File: src/sv/assert_macros.svh
`ifndef ASSERT_MACROS_SVH
`define ASSERT_MACROS_SVH

// checked at every clock edge outside reset
`define ASSERT_RST(lbl, clk, rst_n, prop, msg) \
  lbl: assert property (@(posedge clk) disable iff (!rst_n) prop) else $error(msg);

// checked at every clock edge, reset included
`define ASSERT_ALL(lbl, clk, prop, msg) \
  lbl: assert property (@(posedge clk) prop) else $error(msg);

`endif

File: src/sv/rsp_pkg.sv
`timescale 1ns / 1ps

package rsp_pkg;

  localparam int unsigned OUT_ARGS = 8;
  localparam logic [3:0] HEADER_LEN = 4'd7;
  localparam logic [15:0] TYPE_COUNT = 16'd11;
  localparam logic [3:0] TOKEN_MAX = 4'd15;

  typedef enum logic [2:0] {
    PH_LEAD,
    PH_SIGN,
    PH_ZERO,
    PH_HEXPFX,
    PH_DIGITS,
    PH_DONE
  } phase_e;

  typedef enum logic [1:0] {
    RX_DEC,
    RX_OCT,
    RX_HEX
  } radix_e;

  // digit value, 16 for anything that is no digit
  function automatic logic [4:0] digit_of(input logic [7:0] c);
    logic [4:0] d;
    d = 5'd16;
    if (c >= 8'h30 && c <= 8'h39) begin
      d = 5'(c - 8'h30);
    end else if (c >= 8'h61 && c <= 8'h66) begin
      d = 5'(c - 8'h61 + 8'd10);
    end else if (c >= 8'h41 && c <= 8'h46) begin
      d = 5'(c - 8'h41 + 8'd10);
    end
    return d;
  endfunction

  function automatic logic is_blank(input logic [7:0] c);
    return c == 8'h20 || c == 8'h09 || c == 8'h0A || c == 8'h0B ||
           c == 8'h0C || c == 8'h0D;
  endfunction

  // fixed sentence header, one letter per position
  function automatic logic [7:0] header_char(input logic [3:0] pos);
    logic [7:0] ch;
    unique case (pos)
      4'd0:    ch = 8'h44;
      4'd1:    ch = 8'h41;
      4'd2:    ch = 8'h4C;
      4'd3:    ch = 8'h53;
      4'd4:    ch = 8'h41;
      4'd5:    ch = 8'h49;
      4'd6:    ch = 8'h4C;
      default: ch = 8'h00;
    endcase
    return ch;
  endfunction

  // argument count per message type
  function automatic logic [3:0] type_arg_total(input logic [3:0] t);
    logic [3:0] n;
    unique case (t)
      4'd0:    n = 4'd1;
      4'd1:    n = 4'd1;
      4'd2:    n = 4'd1;
      4'd3:    n = 4'd2;
      4'd4:    n = 4'd5;
      4'd5:    n = 4'd1;
      4'd6:    n = 4'd2;
      4'd7:    n = 4'd2;
      4'd8:    n = 4'd4;
      4'd9:    n = 4'd8;
      4'd10:   n = 4'd1;
      default: n = 4'd0;
    endcase
    return n;
  endfunction

endpackage

File: src/sv/radio_sentence_parser.sv
// Radio sentence parser.
// Input channel: one ASCII character per request on char_code_i, with
// end_of_sentence_i set on the final character. Output channel: one verdict
// per sentence (verdict_o, msg_type_o, arg_a_o .. arg_h_o), rejected sentences
// report type and arguments as zero.
// Throughput: one character per cycle while no verdict is stalled, set by
// the combinational parse update between the input and result registers.
// The verdict is registered: the final character sits in the input register
// and the parse stage loads the result register from it once the output
// channel can advance.
// When the receiver stalls a waiting verdict, the parse stage holds; if the
// input register is empty, one more character is taken into it, then
// in_stall_o rises until the verdict is taken.
// Reset clears the valid flags of both channels and the parse state (the
// argument store is not reset); the block is ready for the first character of a new sentence right after reset.
`timescale 1ns / 1ps
`include "assert_macros.svh"

module radio_sentence_parser
  import rsp_pkg::*;
#(
  parameter int unsigned MAX_ARGS = 8
) (
  input  logic               clk_i,
  input  logic               rst_ni,
  input  logic               in_valid_i,
  output logic               in_stall_o,
  input  logic [7:0]         char_code_i,
  input  logic               end_of_sentence_i,
  output logic               out_valid_o,
  input  logic               out_stall_i,
  output logic               verdict_o,
  output logic [3:0]         msg_type_o,
  output logic signed [31:0] arg_a_o,
  output logic signed [31:0] arg_b_o,
  output logic signed [31:0] arg_c_o,
  output logic signed [31:0] arg_d_o,
  output logic signed [31:0] arg_e_o,
  output logic signed [31:0] arg_f_o,
  output logic signed [31:0] arg_g_o,
  output logic signed [31:0] arg_h_o
);

  logic        in_valid_q;
  logic [7:0]  in_char_q;
  logic        in_eos_q;

  logic [3:0]  tok_q, tok_d;
  logic [3:0]  hpos_q, hpos_d;
  logic        hok_q, hok_d;
  phase_e      phase_q, phase_d;
  radix_e      radix_q, radix_d;
  logic        neg_q, neg_d;
  logic [31:0] acc_q, acc_d;
  logic        seen_q, seen_d;
  logic        open_q, open_d;
  logic        err_q, err_d;
  logic [15:0] type_q, type_d;
  logic [3:0]  total_q, total_d;
  logic        ended_q, ended_d;

  logic [31:0] store_q [MAX_ARGS];
  logic [MAX_ARGS-1:0] store_we;
  logic [31:0] value;

  logic        advance;
  logic        fire;
  logic        sent_ok;
  logic [3:0]  sent_total;
  logic [15:0] sent_type;
  logic [31:0] arg_val [OUT_ARGS];

  logic        out_valid_q;
  logic        out_verdict_q;
  logic [3:0]  out_type_q;
  logic [31:0] out_arg_q [OUT_ARGS];
  logic [31:0] res_arg [OUT_ARGS];

  assign advance    = !out_valid_q || !out_stall_i;
  assign fire       = in_valid_q && advance;
  assign in_stall_o = in_valid_q && !advance;

  always_ff @(posedge clk_i or negedge rst_ni) begin
    if (!rst_ni) begin
      in_valid_q <= 1'b0;
    end else if (!in_stall_o) begin
      in_valid_q <= in_valid_i;
    end
  end

  always_ff @(posedge clk_i) begin
    if (in_valid_i && !in_stall_o) begin
      in_char_q <= char_code_i;
      in_eos_q  <= end_of_sentence_i;
    end
  end

  always_comb begin
    logic [7:0]  c;
    logic [4:0]  d;
    logic [31:0] scaled;
    logic        start_num;
    logic        auto_radix;
    logic        do_close;

    tok_d      = tok_q;
    hpos_d     = hpos_q;
    hok_d      = hok_q;
    phase_d    = phase_q;
    radix_d    = radix_q;
    neg_d      = neg_q;
    acc_d      = acc_q;
    seen_d     = seen_q;
    open_d     = open_q;
    err_d      = err_q;
    type_d     = type_q;
    total_d    = total_q;
    ended_d    = ended_q;
    store_we   = '0;
    c          = in_char_q;
    d          = digit_of(in_char_q);
    scaled     = '0;
    start_num  = 1'b0;
    auto_radix = tok_q >= 4'd2;
    do_close   = 1'b0;

    if (fire && !ended_q) begin
      if (c == 8'h00) begin
        ended_d = 1'b1;
      end else if (c == 8'h2C) begin
        do_close = open_q;
      end else begin
        if (!open_q) begin
          open_d  = 1'b1;
          hpos_d  = '0;
          phase_d = PH_LEAD;
          radix_d = RX_DEC;
          neg_d   = 1'b0;
          acc_d   = '0;
          seen_d  = 1'b0;
        end
        if (tok_q == 4'd0) begin
          if (hpos_d >= HEADER_LEN || c != header_char(hpos_d)) begin
            hok_d = 1'b0;
          end
          if (hpos_d != TOKEN_MAX) begin
            hpos_d = hpos_d + 4'd1;
          end
        end else begin
          unique case (phase_d)
            PH_LEAD: begin
              if (is_blank(c)) begin
                phase_d = PH_LEAD;
              end else if (c == 8'h2B || c == 8'h2D) begin
                neg_d   = c == 8'h2D;
                phase_d = PH_SIGN;
              end else begin
                start_num = 1'b1;
              end
            end
            PH_SIGN: begin
              start_num = 1'b1;
            end
            PH_ZERO: begin
              if (c == 8'h78 || c == 8'h58) begin
                seen_d  = 1'b0;
                radix_d = RX_HEX;
                phase_d = PH_HEXPFX;
              end else if (d < 5'd8) begin
                radix_d = RX_OCT;
                acc_d   = 32'(d);
                phase_d = PH_DIGITS;
              end else begin
                phase_d = PH_DONE;
              end
            end
            PH_HEXPFX: begin
              if (d < 5'd16) begin
                acc_d   = 32'(d);
                seen_d  = 1'b1;
                phase_d = PH_DIGITS;
              end else begin
                phase_d = PH_DONE;
              end
            end
            PH_DIGITS: begin
              priority if (radix_d == RX_OCT) begin
                scaled = {acc_d[28:0], 3'b000};
                if (d < 5'd8) acc_d = scaled + 32'(d);
                else phase_d = PH_DONE;
              end else if (radix_d == RX_HEX) begin
                scaled = {acc_d[27:0], 4'b0000};
                if (d < 5'd16) acc_d = scaled + 32'(d);
                else phase_d = PH_DONE;
              end else begin
                scaled = {acc_d[28:0], 3'b000} + {acc_d[30:0], 1'b0};
                if (d < 5'd10) acc_d = scaled + 32'(d);
                else phase_d = PH_DONE;
              end
            end
            default: begin
              phase_d = phase_d;
            end
          endcase
          if (start_num) begin
            if (d >= 5'd10) begin
              phase_d = PH_DONE;
            end else if (auto_radix && d == 5'd0) begin
              seen_d  = 1'b1;
              acc_d   = '0;
              phase_d = PH_ZERO;
            end else begin
              radix_d = RX_DEC;
              acc_d   = 32'(d);
              seen_d  = 1'b1;
              phase_d = PH_DIGITS;
            end
          end
        end
      end
    end

    if (fire && in_eos_q && open_d) begin
      do_close = 1'b1;
    end

    value = neg_d ? 32'd0 - acc_d : acc_d;

    // close the open token
    if (do_close) begin
      if (tok_d == 4'd0) begin
        if (!hok_d || hpos_d != HEADER_LEN) err_d = 1'b1;
      end else if (tok_d == 4'd1) begin
        if (!seen_d) begin
          err_d = 1'b1;
        end else begin
          type_d = value[15:0];
          if (value[15:0] >= TYPE_COUNT) err_d = 1'b1;
        end
      end else begin
        if (!seen_d || total_d >= 4'(MAX_ARGS)) begin
          err_d = 1'b1;
        end else begin
          for (int i = 0; i < MAX_ARGS; i++) begin
            if (total_d == 4'(i)) store_we[i] = 1'b1;
          end
          total_d = total_d + 4'd1;
        end
      end
      if (tok_d != TOKEN_MAX) tok_d = tok_d + 4'd1;
      open_d = 1'b0;
    end

    sent_ok = !err_d && tok_d >= 4'd2 && type_d < TYPE_COUNT &&
              total_d == type_arg_total(type_d[3:0]);
    sent_total = total_d;
    sent_type  = type_d;

    // back to a fresh sentence after the verdict
    if (fire && in_eos_q) begin
      tok_d   = '0;
      hpos_d  = '0;
      hok_d   = 1'b1;
      phase_d = PH_LEAD;
      radix_d = RX_DEC;
      neg_d   = 1'b0;
      acc_d   = '0;
      seen_d  = 1'b0;
      open_d  = 1'b0;
      err_d   = 1'b0;
      type_d  = '0;
      total_d = '0;
      ended_d = 1'b0;
    end
  end

  for (genvar g = 0; g < OUT_ARGS; g++) begin : g_arg
    if (g < MAX_ARGS) begin : g_live
      assign arg_val[g] = store_we[g] ? value : store_q[g];
    end else begin : g_none
      assign arg_val[g] = '0;
    end
  end

  always_comb begin
    for (int i = 0; i < OUT_ARGS; i++) begin
      res_arg[i] = (sent_ok && sent_total > 4'(i)) ? arg_val[i] : 32'd0;
    end
  end

  always_ff @(posedge clk_i or negedge rst_ni) begin
    if (!rst_ni) begin
      tok_q   <= '0;
      hpos_q  <= '0;
      hok_q   <= 1'b1;
      phase_q <= PH_LEAD;
      radix_q <= RX_DEC;
      neg_q   <= 1'b0;
      acc_q   <= '0;
      seen_q  <= 1'b0;
      open_q  <= 1'b0;
      err_q   <= 1'b0;
      type_q  <= '0;
      total_q <= '0;
      ended_q <= 1'b0;
    end else begin
      tok_q   <= tok_d;
      hpos_q  <= hpos_d;
      hok_q   <= hok_d;
      phase_q <= phase_d;
      radix_q <= radix_d;
      neg_q   <= neg_d;
      acc_q   <= acc_d;
      seen_q  <= seen_d;
      open_q  <= open_d;
      err_q   <= err_d;
      type_q  <= type_d;
      total_q <= total_d;
      ended_q <= ended_d;
    end
  end

  always_ff @(posedge clk_i) begin
    for (int i = 0; i < MAX_ARGS; i++) begin
      if (store_we[i]) store_q[i] <= value;
    end
  end

  always_ff @(posedge clk_i or negedge rst_ni) begin
    if (!rst_ni) begin
      out_valid_q <= 1'b0;
    end else if (fire && in_eos_q) begin
      out_valid_q <= 1'b1;
    end else if (!out_stall_i) begin
      out_valid_q <= 1'b0;
    end
  end

  always_ff @(posedge clk_i) begin
    if (fire && in_eos_q) begin
      out_verdict_q <= !sent_ok;
      out_type_q    <= sent_ok ? sent_type[3:0] : 4'd0;
      for (int i = 0; i < OUT_ARGS; i++) begin
        out_arg_q[i] <= res_arg[i];
      end
    end
  end

  assign out_valid_o = out_valid_q;
  assign verdict_o   = out_verdict_q;
  assign msg_type_o  = out_type_q;
  assign arg_a_o     = out_arg_q[0];
  assign arg_b_o     = out_arg_q[1];
  assign arg_c_o     = out_arg_q[2];
  assign arg_d_o     = out_arg_q[3];
  assign arg_e_o     = out_arg_q[4];
  assign arg_f_o     = out_arg_q[5];
  assign arg_g_o     = out_arg_q[6];
  assign arg_h_o     = out_arg_q[7];

  `ASSERT_RST(a_stall_cause, clk_i, rst_ni, in_stall_o |-> out_valid_o && out_stall_i, "input stalled without a blocked verdict")
  `ASSERT_RST(a_fresh_sentence, clk_i, rst_ni, fire && in_eos_q |=> tok_q == 4'd0 && total_q == 4'd0 && !open_q, "sentence state not cleared after verdict")
  `ASSERT_RST(a_reject_zero, clk_i, rst_ni, out_valid_o && verdict_o |-> msg_type_o == 4'd0 && arg_a_o == 32'sd0, "rejected sentence reports data")
  `ASSERT_ALL(a_total_bound, clk_i, !rst_ni || total_q <= 4'(MAX_ARGS), "argument count beyond store depth")

endmodule
File: config.mk
export PLATFORM = sky130hd
export DESIGN_NAME = radio_sentence_parser
export DESIGN_NICKNAME = d
export VERILOG_FILES = /design/src/sv/rsp_pkg.sv /design/src/sv/radio_sentence_parser.sv
export VERILOG_INCLUDE_DIRS = /design/src /design/src/sv
export SDC_FILE = /design/constraint.sdc
export NUM_CORES = 1
export LEC_CHECK = 0
export ABC_AREA = 1
export BUFFER_PORTS_ARGS = -buffer_cell sky130_fd_sc_hd__buf_2
export CORE_ASPECT_RATIO = 0.6
export CORE_MARGIN = 4
export CORE_UTILIZATION = 50
export DETAILED_ROUTE_END_ITERATION = 6
export PLACE_DENSITY_LB_ADDON = 0.15
export SLEW_MARGIN = 15
export SYNTH_ARGS = -nofsm -noshare
export SYNTH_HDL_FRONTEND = slang
export SYNTH_SLANG_ARGS = --single-unit
export TNS_END_PERCENT = 5
File: constraint.sdc
create_clock -name clk_i -period 23.6 [get_ports clk_i]
set_input_delay 0 -clock clk_i [delete_from_list [all_inputs] [get_ports clk_i]]
set_output_delay 0 -clock clk_i [all_outputs]
set_load 0.05 [all_outputs]
==> results of run 1 <==
metrics by stage:
| step | instances | setup WS [ps] | utilization [%] | cell area (µm²) |
|---|---|---|---|---|
| final | 4718 | 15330 | 56.81 | 33600 |
| after global routing | 4718 | 14590 | 56.81 | 33600 |
| after CTS | 4718 | 15480 | 56.81 | 33600 |
| after detailed placement | 4606 | 15520 | 53.81 | 31820 |
| after global placement | 4606 | 15710 | 53.81 | 31820 |
| after floorplan | 3655 | 14480 | - | 29810 |
flip-flops by register name, indices dropped and copies added (netlist names), 2 cells and up:
register and count:
out_arg_q 256, store_q 256, acc_q 32, type_q 16
in_char_q 8, hpos_q 4, msg_type_o 4, tok_q 4
total_q 4, phase_q 3, radix_q 2
kinds of logic (layout without fill, tap and decap cells):
| kind of cell | count (synthesis) | count (layout) | share of synthesized area, % |
|---|---|---|---|
| xor gates and xnor gates | 48 | 48 | 1.410 |
| and+or+nand+nor | 1635 | 1635 | 23.95 |
| buffers and inverters | 696 | 978 | 9.191 |
| DFF | 599 | 599 | 50.51 |
| AOI/OAI and AO/OA | 595 | 595 | 11.40 |
| adders and majority gates | 82 | 82 | 3.542 |
worst min path at each step:
stage                              start  depth (start not counted)  slack (ps)           end
after floorplan                   rst_ni                          0        -300      acc_q[0]
after global routing      char_code_i[5]                          2         120  in_char_q[5]
after detailed placement          rst_ni                          1        -140       ended_q
after CTS                 char_code_i[7]                          2         100  in_char_q[7]
final                     char_code_i[5]                          2         130  in_char_q[5]
after global placement            rst_ni                          1        -140       ended_q
worst max-delay path, delay by kind of cell (launching register included):
family	cells	cell delay, ps
AO/OA/AOI/OAI	4	1120
adder cells (fa/ha/maj)	3	1130
buffers and inverters	6	2080
flip-flops	1	480
AND/OR/NAND/NOR	27	3090
cells in the mapped netlist, types with 39 or more instances:
master,instances
ha_1,78
nor3_2,39
nor3_1,98
inv_1,533
clkbuf_1,94
o21ai_0,295
nand3_1,142
a21oi_1,140
or2_2,44
nor2_1,378
nand2_1,854
dfxtp_1,256
dfrtp_1,72
edfxtp_1,270
metal layers:
| layer | track usage [%] | share of wire, % | vias up |
|---|---|---|---|
| met2 | 38.24 | 38 | 1186 |
| met5 | 0 | 0 | - |
| met3 | 8.561 | 11 | 105 |
| li1 | - | - | 12282 |
| met1 | 46.79 | 49 | 12082 |
| met4 | 5.284 | 1.8 | 0 |
layout make-up:
class | instances | area, µm² | area share, %
clock buffers | 71 | 1393 | 4.145
clock inverters | 26 | 232.7 | 0.6927
inverters | 561 | 2116 | 6.297
multi-input cells | 2360 | 12070 | 35.91
flip-flops and latches | 599 | 15060 | 44.83
well taps | 781 | 977.2 | 2.908
repair buffers | 320 | 1754 | 5.221
where the power goes:
group | switching [µW] | internal (µW)
combinational | 951 | 265
clock | 385 | 450
sequential | 46.9 | 1220
total | 1380 | 1930
==> qor.yml, run 1 <==
timing:
  tns_ps: 0
  rsz0062_at_grt: "false"
  setup_viol_count_final: 0
  worst-slew-pin-transition_ps: 1125
  hold_violations: 0
  hold_ws_ps: 125.6
  finClkSkew_ps: 17.02
  fmax_ghz: 0.1209
  slew_headroom_pct: 24.82
  maxSlewViolCount: 0
  min_period_ps: 8273
  finalCritPeriodShare_pct: 35.06
run_status:
  status: "finished clean"
worst_setup_path:
  crit_start: "in_char_q[0]"
  startpoint_type: "flop"
  reg2reg_to: "out_arg_q[0][93]"
  r2r_cells: 40
  path_max_fanout: 68
  critPathKind: "reg2reg"
  critPathMaxStageDelay_ps: 890
  slowest_stage: "buf_4"
  end_kind: "flop"
  crit_top_cell: "nand2_1"
  crit_required_ps: 23880
  cp_data_arrival_time_ps: 8560
  crit_end: "out_arg_q[0][93]"
  r2r_slack_ps: 15330
  r2r-start: "in_char_q[0]"
global_routing:
  grt_pass1_wl_um: 141500
  grt_use_total_pct: 29.08
  grt_max_degree: 116
  overflow: 0
  antenna_found_initial: 3
  grt_pass1_vias: 22910
logic_synthesis:
  yosysSeqAreaShare_pct: 50.51
  synthesis.nets: 3750
  yosys_warnings: 0
  yosys_most_used_dff: "edfxtp_1"
  synth_top_cell_area_share_pct: 27.19
  synth_top_area_cell: "edfxtp_1"
  avgSynthCellArea_um2: 8.157
  syn_inst: 3655
  synth_seq_cells: 599
  async_flop_share_pct: 12.19
  ys_top_cells_by_area: "edfxtp_1, dfxtp_1, nand2_1"
  synth_cell_type_count: 68
  syn_area_um2: 29810
  synth_edf_count: 270
power:
  cellPowerDensity_nw_per_um2: 98.70
  leakagePower_uw: 0.01596
  ir_worst_vdd_v: 0.00006711
  power_uw: 3316
detailed_routing:
  wl_per_cell_um: 20.09
  via_count: 25655
  dr.pass1.iters: 6
  postRouteAntennaNets: 0
  viasPerCell: 5.438
  drt_iter0_drc: 3186
  finalWirelength_um: 94770
  drcViolationCount: 0
final_layout:
  antenna_cells: 0
  final_nets: 3989
  drive_gt1_share_pct: 14.33
  fill_cells: 5445
  final_cell_mix: "nand2_1, inv_1, nor2_1, o21ai_0, buf_2"
  syn2layout_area_growth_pct: 12.69
  layout_commonest_cell: "nand2_1"
cts:
  h-tree-depth: 2
  post_cts_resized: 0
  clk_root_buffer_cell: "clkbuf_16"
  post_cts_buffers: 0
  clkLatencyLatePin_ps: 590
  cts_hold_buf: 15
  cts_buffers: 52
  cts_tree: "built"
  cts_buffer_depth: 3
  cts_sinks: 599
  clk_pin_slew_ps: 60
placed_design:
  numPortBuffers: 275
  gp_congestion: 1.003
  dp_hpwl_um: 68630
floorplan:
  num_rows: 69
  dieHeight_um: 197.2
  core_area_um2: 59140
  ioPinCount: 276
  die-width_um: 323.3
  start_util_pct: 50.42
  die_area_um2: 63730
min_path:
  hp-class: "in2reg"
run:
  drv_cap: 0
Power figures use the tool's default switching activity.
==> inputs of run 2 (changes only) <==
==> constraint.sdc (replaced) <==
create_clock -name clk_i -period 8.2 [get_ports clk_i]
set_input_delay 0 -clock clk_i [delete_from_list [all_inputs] [get_ports clk_i]]
set_output_delay 0 -clock clk_i [all_outputs]
set_load 0.05 [all_outputs]
==> run 2 against run 1 <==
Effect of this change:
- the run now ends with design-rule violations left
- clock power increased to 3.0 times the previous value
- clock skew rose by 7.5 ps
- flip-flop and latch count did not move
- cell area increased by 0.50%
- combinational power grew to 2.9 times the previous value
- power increased to 2.9 times the previous value
- routed wire length down 2.7%
- register-to-register slack lost 15000 ps
- non-clock buffer count is 9 higher
- clock-buffer cell count is 7 higher
- sequential share of layout area is 0.22 points lower
- fmax is 11% higher
- critical endpoint is now out_arg_q[1][125]
==> qor.yml, run 2 (same netlist as run 1, synthesis figures left out) <==
power:
  ir_worst_vdd_v: 0.0002280
  swShare_pct: 41.18
  clkPwrFrac_pct: 25.9
  cellPowerDensity_nw_per_um2: 285.9
  intPower_uw: 5679
  leakagePower_uw: 0.01606
  p_seq_share_pct: 37.8
  p_comb_share_pct: 36.3
  switching_power_uw: 3976
  power_uw: 9655
placed_design:
  dp_hpwl_um: 65950
  gp_congestion: 1.018
  post_dp_cell_area_um2: 31890
  numPortBuffers: 275
  pre_cts_ws_ps: 982.9
floorplan:
  die_area_um2: 63730
  die-width_um: 323.3
  dieHeight_um: 197.2
  start_util_pct: 50.42
  core_area_um2: 59140
  ioPinCount: 276
  num_rows: 69
cts:
  h-tree-depth: 2
  clk_root_buffer_cell: "clkbuf_16"
  cts_hold_buf: 15
  cts_tree: "built"
  clkLatencyLatePin_ps: 600
  post_cts_resized: 0
  post_cts_buffers: 0
  cts_sinks: 599
  clk_pin_slew_ps: 90
  cts_buffers: 51
  cts_buffer_depth: 3
worst_setup_path:
  r2r_slack_ps: 720
  crit_top_cell: "nand2_1"
  critPathMaxStageDelay_ps: 750
  r2r-start: "in_char_q[0]"
  cp_data_arrival_time_ps: 7940
  crit_start: "in_char_q[0]"
  slowest_stage: "nand3_1"
  critPathKind: "reg2reg"
  startpoint_type: "flop"
  path_max_fanout: 37
  crit_required_ps: 8660
  end_kind: "flop"
detailed_routing:
  finalWirelength_um: 92180
  via_count: 25482
  drcViolationCount: 1
  wl_per_cell_um: 19.50
  drt_iter0_drc: 3019
  postRouteAntennaNets: 0
  viasPerCell: 5.392
  dr.pass1.iters: 7
final_layout:
  layout_commonest_cell: "nand2_1"
  final_nets: 3997
  reg.largest.list: "out_arg_q: 256 flops, store_q: 256 flops, acc_q: 32 flops"
  fin_util_pct: 57.10
  final_cell_mix: "nand2_1, inv_1, nor2_1, o21ai_0, buf_2"
  antenna_cells: 0
  final_cell_area_um2: 33770
  syn2layout_area_growth_pct: 13.26
  fill_cells: 5424
  drive_gt1_share_pct: 14.42
timing:
  hold_violations: 0
  finalCritPeriodShare_pct: 91.25
  fin_ws_ps: 717.4
  slew_headroom_pct: 31.90
  worst-slew-pin-transition_ps: 1019
  fmax_ghz: 0.1336
  maxSlewViolCount: 0
  rsz0062_at_grt: "false"
  min_period_ps: 7483
  setup_viol_count_final: 0
  tns_ps: 0
  finClkSkew_ps: 24.51
run:
  drv_cap: 0
global_routing:
  grt_pass1_wl_um: 137700
  overflow: 0
  grt_use_total_pct: 28.18
  antenna_found_initial: 3
  grt_pass1_vias: 22855
  grt_max_degree: 121
run_status:
  status: "finished with violations"
  violations: "design-rule violations"
min_path:
  hp-start: "char_code_i[6]"
  hp-class: "in2reg"
## run 2: final timing paths
path                                           to  depth (start not counted)
worst max-delay path            out_arg_q[1][125]                         38
worst min-delay path                 in_char_q[6]                          2
worst max register to register  out_arg_q[1][125]                         38
worst min register to register     store_q[0][26]                          2
max in group asynchronous              phase_q[2]                          3
min in group asynchronous                   neg_q                          3
## run 2: through the flow
stage / cells / hold slack [ps]
after detailed placement: 4614 / -158.9
after global placement: 4614 / -160.3
final: 4726 / 94.50
after CTS: 4725 / 82.71
after floorplan: 3655 / -295.6
after global routing: 4726 / 90.19
## run 2: power by group through the flow
| stage | combinational [µW] | sequential (µW) | clock (µW) |
|---|---|---|---|
| CTS | 3420 | 3650 | 2520 |
| finish | 3500 | 3650 | 2500 |
| global route | 3790 | 3680 | 2650 |
| detailed placement | 3390 | 3710 | 0 |
| global placement | 3360 | 3700 | 0 |
| floorplan | 1920 | 3940 | 0 |
## run 2: layout make-up
cell class	count	area, µm²	share of cell area [%]
tap	781	977.2	2.894
sequential	599	15060	44.60
clock buffer	78	1500	4.443
clock inverter	18	201.4	0.5966
timing repair buffer	329	1854	5.491
inverter	561	2116	6.266
multi-input combinational	2360	12060	35.71
## run 2: critical path: cells and delay by family, from the launching register on
family	cells	cell delay (ps)
compound gates	4	1300
fa+ha+maj	3	1140
buf+inv	6	1130
flops	1	500
simple gates	25	3210
## run 2: layer usage
layer | share of wire [%] | track usage [%] | vias up | wire length, µm
met1 | 47 | 44.36 | 11879 | 43750
met2 | 39 | 37.98 | 1197 | 35900
li1 | - | - | 12285 | -
met4 | 1.7 | 5.069 | 4 | 1604
met5 | 0.14 | 1.185 | - | 126
met3 | 12 | 8.520 | 117 | 10790
